`src/rtl/kti_ram.sv`:
```
module kti_ram #(
    parameter int WIDTH = 32,
    parameter int DEPTH = 64
) (
    input  logic                     i_clk,
    input  logic                     i_we,
    input  logic [$clog2(DEPTH)-1:0] i_addr,
    input  logic [WIDTH-1:0]         i_wdata,
    output logic [WIDTH-1:0]         o_rdata
);

    logic [WIDTH-1:0] r_mem [DEPTH];
    logic [WIDTH-1:0] r_rdata;

    always_ff @(posedge i_clk) begin
        if (i_we) begin
            r_mem[i_addr] <= i_wdata;
        end
        r_rdata <= r_mem[i_addr];
    end

    assign o_rdata = r_rdata;

endmodule

```
`config.mk`:
```
export PLATFORM = sky130hd
export DESIGN_NAME = kti_ram
export DESIGN_NICKNAME = d
export VERILOG_FILES = /design/src/rtl/kti_ram.sv
export SDC_FILE = /design/constraint.sdc
export NUM_CORES = 2
export LEC_CHECK = 0
export ABC_AREA = 0
export BUFFER_PORTS_ARGS = -buffer_cell sky130_fd_sc_hd__buf_2
export CAP_MARGIN = 20
export CORE_MARGIN = 2
export CORE_UTILIZATION = 65
export DETAILED_ROUTE_END_ITERATION = 10
export GPL_ROUTABILITY_DRIVEN = 0
export PLACE_DENSITY_LB_ADDON = 0.1
export SLEW_MARGIN = 0
export SYNTH_ARGS = -nofsm -noshare
export SYNTH_HDL_FRONTEND = slang
export SYNTH_SLANG_ARGS = --single-unit
```
`constraint.sdc`:
```
create_clock -name i_clk -period 13.6 [get_ports i_clk]
set_input_delay 4.08 -clock i_clk [delete_from_list [all_inputs] [get_ports i_clk]]
set_output_delay 4.08 -clock i_clk [all_outputs]
set_load 0.1 [all_outputs]
```
==> run metrics <==
Warnings, synthesis=0; Layout Cells excl Fill=6159; Max VDD drop=roughly 0.00017 V; vias per inst=between 7 and 8; largest net degree at the start of global routing=104; TNS Setup=0 ns; status=complete, no violations; sequential fraction of the synthesis area=about four fifths; max-slew violation count=0; core area=120000 um^2; CP Capture Type=flop; worst r2r dst=o_rdata[15]; first-pass GRT wire length=between 200000 and 300000 um; Sinks on Clock Net=~2100; Final Setup Violations=0; number of global-route vias before repair=around 42000; std cell rows=between 100 and 150; I/O Pins=72; clk_lat worst skew=between 0.8 and 0.9 ns; initial antenna violation count=20; Power Total=approximately 13 mW; Post-synth EDFFs=2048; vias post-DR=approximately 44000; clock buffer count from CTS=about 200; Fin. Hold Viols=0; cts hold-fix bufs=0; die area=~120000 um^2; Reg2Reg Depth=5; Internal=roughly 10 mW; Routed Antenna Nets=0; Synth async-reset ratio=0%; starting density of the core=65.7%; DP Cell Count=a little under 6000; H-tree Lvls=4; leak pwr=between 20 and 30 nW; post-CTS sizing=0; Initial DRT Pass Iterations=9; Post-CTS Setup Inserts=0; Fillers=between 7000 and 8000; GR Util All Layers=between 30% and 40%; Worst Hold Path Cells=3; crit path launch type=primary input; Final Critical Period=7.65 ns; DIE HEIGHT=352 um; CTS tree=yes; worst r2r src=r_mem[16][15]; FF+latch count, synth=2080; Residual DRC=0; Slew @ Worst Pin=about 1.2 ns; combinational share of power=under 10%; Clock Tree Buf Depth=3; Worst Path Arrival=roughly 8.3 ns; Avg WL per Cell=roughly 34 um; end of the worst hold path=o_rdata[3]; unrepaired setup endpoints after global routing=no; Net Sw Power=between 2 and 3 mW; Max Fclk=131 MHz; Final period util=a little under three fifths; port bufs=71; CP max FO=100; PD cells=149 nW/um^2; sequential share of power=54.3%; Core Util, Final=between 70% and 80%; Area growth, synth to finish=11.6%; Mapped Area=slightly below 80000 um^2; worst slew margin relative to its limit=roughly 22%; initial drt markers=7233; slack of the worst reg-to-reg path=about 11 ns; Clock Root Buffer=clkbuf_16; critical path type=in -> reg; Synth Area per Inst=18.6 um^2; post-DP HPWL=approximately 120000 um; post-synthesis cell count=about 4200; clock skew=0.0263 ns; min-delay worst type=reg -> reg; clock share of power=39.8%; final net count=4405; final wirelength=approximately 210000 um; Worst EP required=14.29 ns; share of cells above drive strength 1=between 10% and 20%; grt ovf=0; ys flop type=edfxtp_1; synthesized net count=~4300; hold wc startpoint=r_mem[32][3]; Max Cap Viol=0; switching share of power=~22%; width of the die=~350 um; synth unique cells=56; CTS clk-pin slew, worst paths=roughly 0.060 ns
==> worst max path at each step <==
| stage | from | to | cells after the start |
|---|---|---|---|
| 2_1_floorplan | i_addr[2] | r_mem[15][0] | 8 |
| 3_3_place_gp | i_addr[1] | o_rdata[30] | 10 |
| 3_5_place_dp | i_addr[1] | o_rdata[30] | 10 |
| 4_1_cts | i_addr[1] | o_rdata[30] | 10 |
| 5_1_grt | i_addr[1] | o_rdata[30] | 10 |
| 6_report | i_addr[1] | o_rdata[15] | 8 |
==> cell families (layout without fill, tap and decap cells) <==
family / Yosys count / after routing / synth area share, %
compound gates: 933 / 933 / 8.66
buf+inv: 300 / 597 / 1.68
mux: 502 / 502 / 8.12
other cells: 0 / 11 / 0
simple gates: 424 / 424 / 2.81
flops: 2080 / 2080 / 78.7
==> registers in the layout (all words and copies together), names as in the netlist <==
| register | count |
|---|---|
| o_rdata | 32 |
| r_mem | 2048 |
==> cells in the mapped netlist, types with 3 or more instances <==
| master | instances | area share (%) |
|---|---|---|
| buf_2 | 83 | 0.53 |
| buf_1 | 33 | 0.16 |
| a22o_1 | 66 | 0.73 |
| nand4_1 | 3 | 0.024 |
| edfxtp_1 | 2048 | 78 |
| a31oi_1 | 43 | 0.34 |
| o221ai_1 | 6 | 0.067 |
| nand2_1 | 28 | 0.13 |
| o2bb2ai_1 | 15 | 0.17 |
| a221oi_1 | 175 | 1.9 |
| and3_1 | 85 | 0.67 |
| or4_1 | 15 | 0.14 |
| and2_1 | 5 | 0.040 |
| or3_1 | 4 | 0.032 |
| mux4_2 | 96 | 2.7 |
| o21ai_0 | 84 | 0.53 |
| buf_4 | 8 | 0.076 |
| nor2b_1 | 8 | 0.063 |
| mux2i_1 | 259 | 3.3 |
| a2111oi_0 | 15 | 0.17 |
| a22oi_1 | 188 | 1.8 |
| dfxtp_1 | 32 | 0.81 |
| or4b_1 | 14 | 0.18 |
| mux2_2 | 147 | 2.1 |
| nand3_1 | 54 | 0.34 |
| nor2_1 | 145 | 0.69 |
| buf_12 | 3 | 0.076 |
| nor3_1 | 22 | 0.14 |
| nand2b_1 | 18 | 0.14 |
| nor4_1 | 14 | 0.11 |
| o22a_1 | 70 | 0.78 |
| a211oi_1 | 17 | 0.16 |
| clkbuf_1 | 168 | 0.80 |
| a21oi_1 | 121 | 0.77 |
| o22ai_1 | 93 | 0.74 |
| a222oi_1 | 16 | 0.20 |
| a221o_1 | 15 | 0.19 |
==> worst max-delay path, cell delays in order <==
cell and delay, ns:
buf_8 0.26, buf_4 0.78, inv_8 0.41, buf_4 0.58, mux2i_1 0.36, nor2_1 0.13, or4b_1 0.74, or4_1 0.58
==> through the flow <==
| stage | area, um^2 | setup WS [ns] | hold slack [ns] |
|---|---|---|---|
| after floorplan | 78900 | 6.28 | 0.564 |
| after global placement | 81700 | 5.36 | 0.591 |
| after detailed placement | 81700 | 5.30 | 0.603 |
| after CTS | 87900 | 6.16 | 0.614 |
| after global routing | 88000 | 5.85 | 0.647 |
| final | 88100 | 5.95 | 0.605 |
==> layout by cell type (no fill, tap or decap), types with 93 or more instances in the layout <==
cell and count:
a21oi_1 121, a221oi_1 175, a22oi_1 188, buf_4 143
clkbuf_16 202, edfxtp_1 2048, mux2_2 147, mux2i_1 259
mux4_2 96, o22ai_1 93
==> power by group through the flow <==
| stage | clock network, mW | logic (mW) | registers [mW] |
|---|---|---|---|
| after global routing | 5.52 | 0.808 | 7.14 |
| after CTS | 5.27 | 0.759 | 7.14 |
| after detailed placement | 0 | 0.755 | 7.27 |
| after floorplan | 0 | 0.339 | 7.36 |
| final | 5.24 | 0.776 | 7.14 |
| after global placement | 0 | 0.744 | 7.27 |
==> cell type report <==
class / instances / area (um^2) / area share [%]
diodes: 11 / 27.5 / 0.0313
clock buffers: 272 / 5430 / 6.16
clock inverters: 97 / 717 / 0.814
inverters: 2 / 15.0 / 0.0170
multi-input cells: 1859 / 16000 / 18.2
flip-flops and latches: 2080 / 62100 / 70.6
well taps: 1612 / 2020 / 2.29
repair buffers: 226 / 1680 / 1.90
==> layer usage <==
layer / vias to the layer above / GRT usage [%] / share of wire (%)
li1: 17900 / - / -
met1: 22500 / 49.4 / 39
met5: - / 0.615 / 0.092
met2: 2882 / 50.2 / 46
met4: 14 / 9.32 / 2.4
met3: 335 / 8.68 / 12
Power figures use the tool's default switching activity.
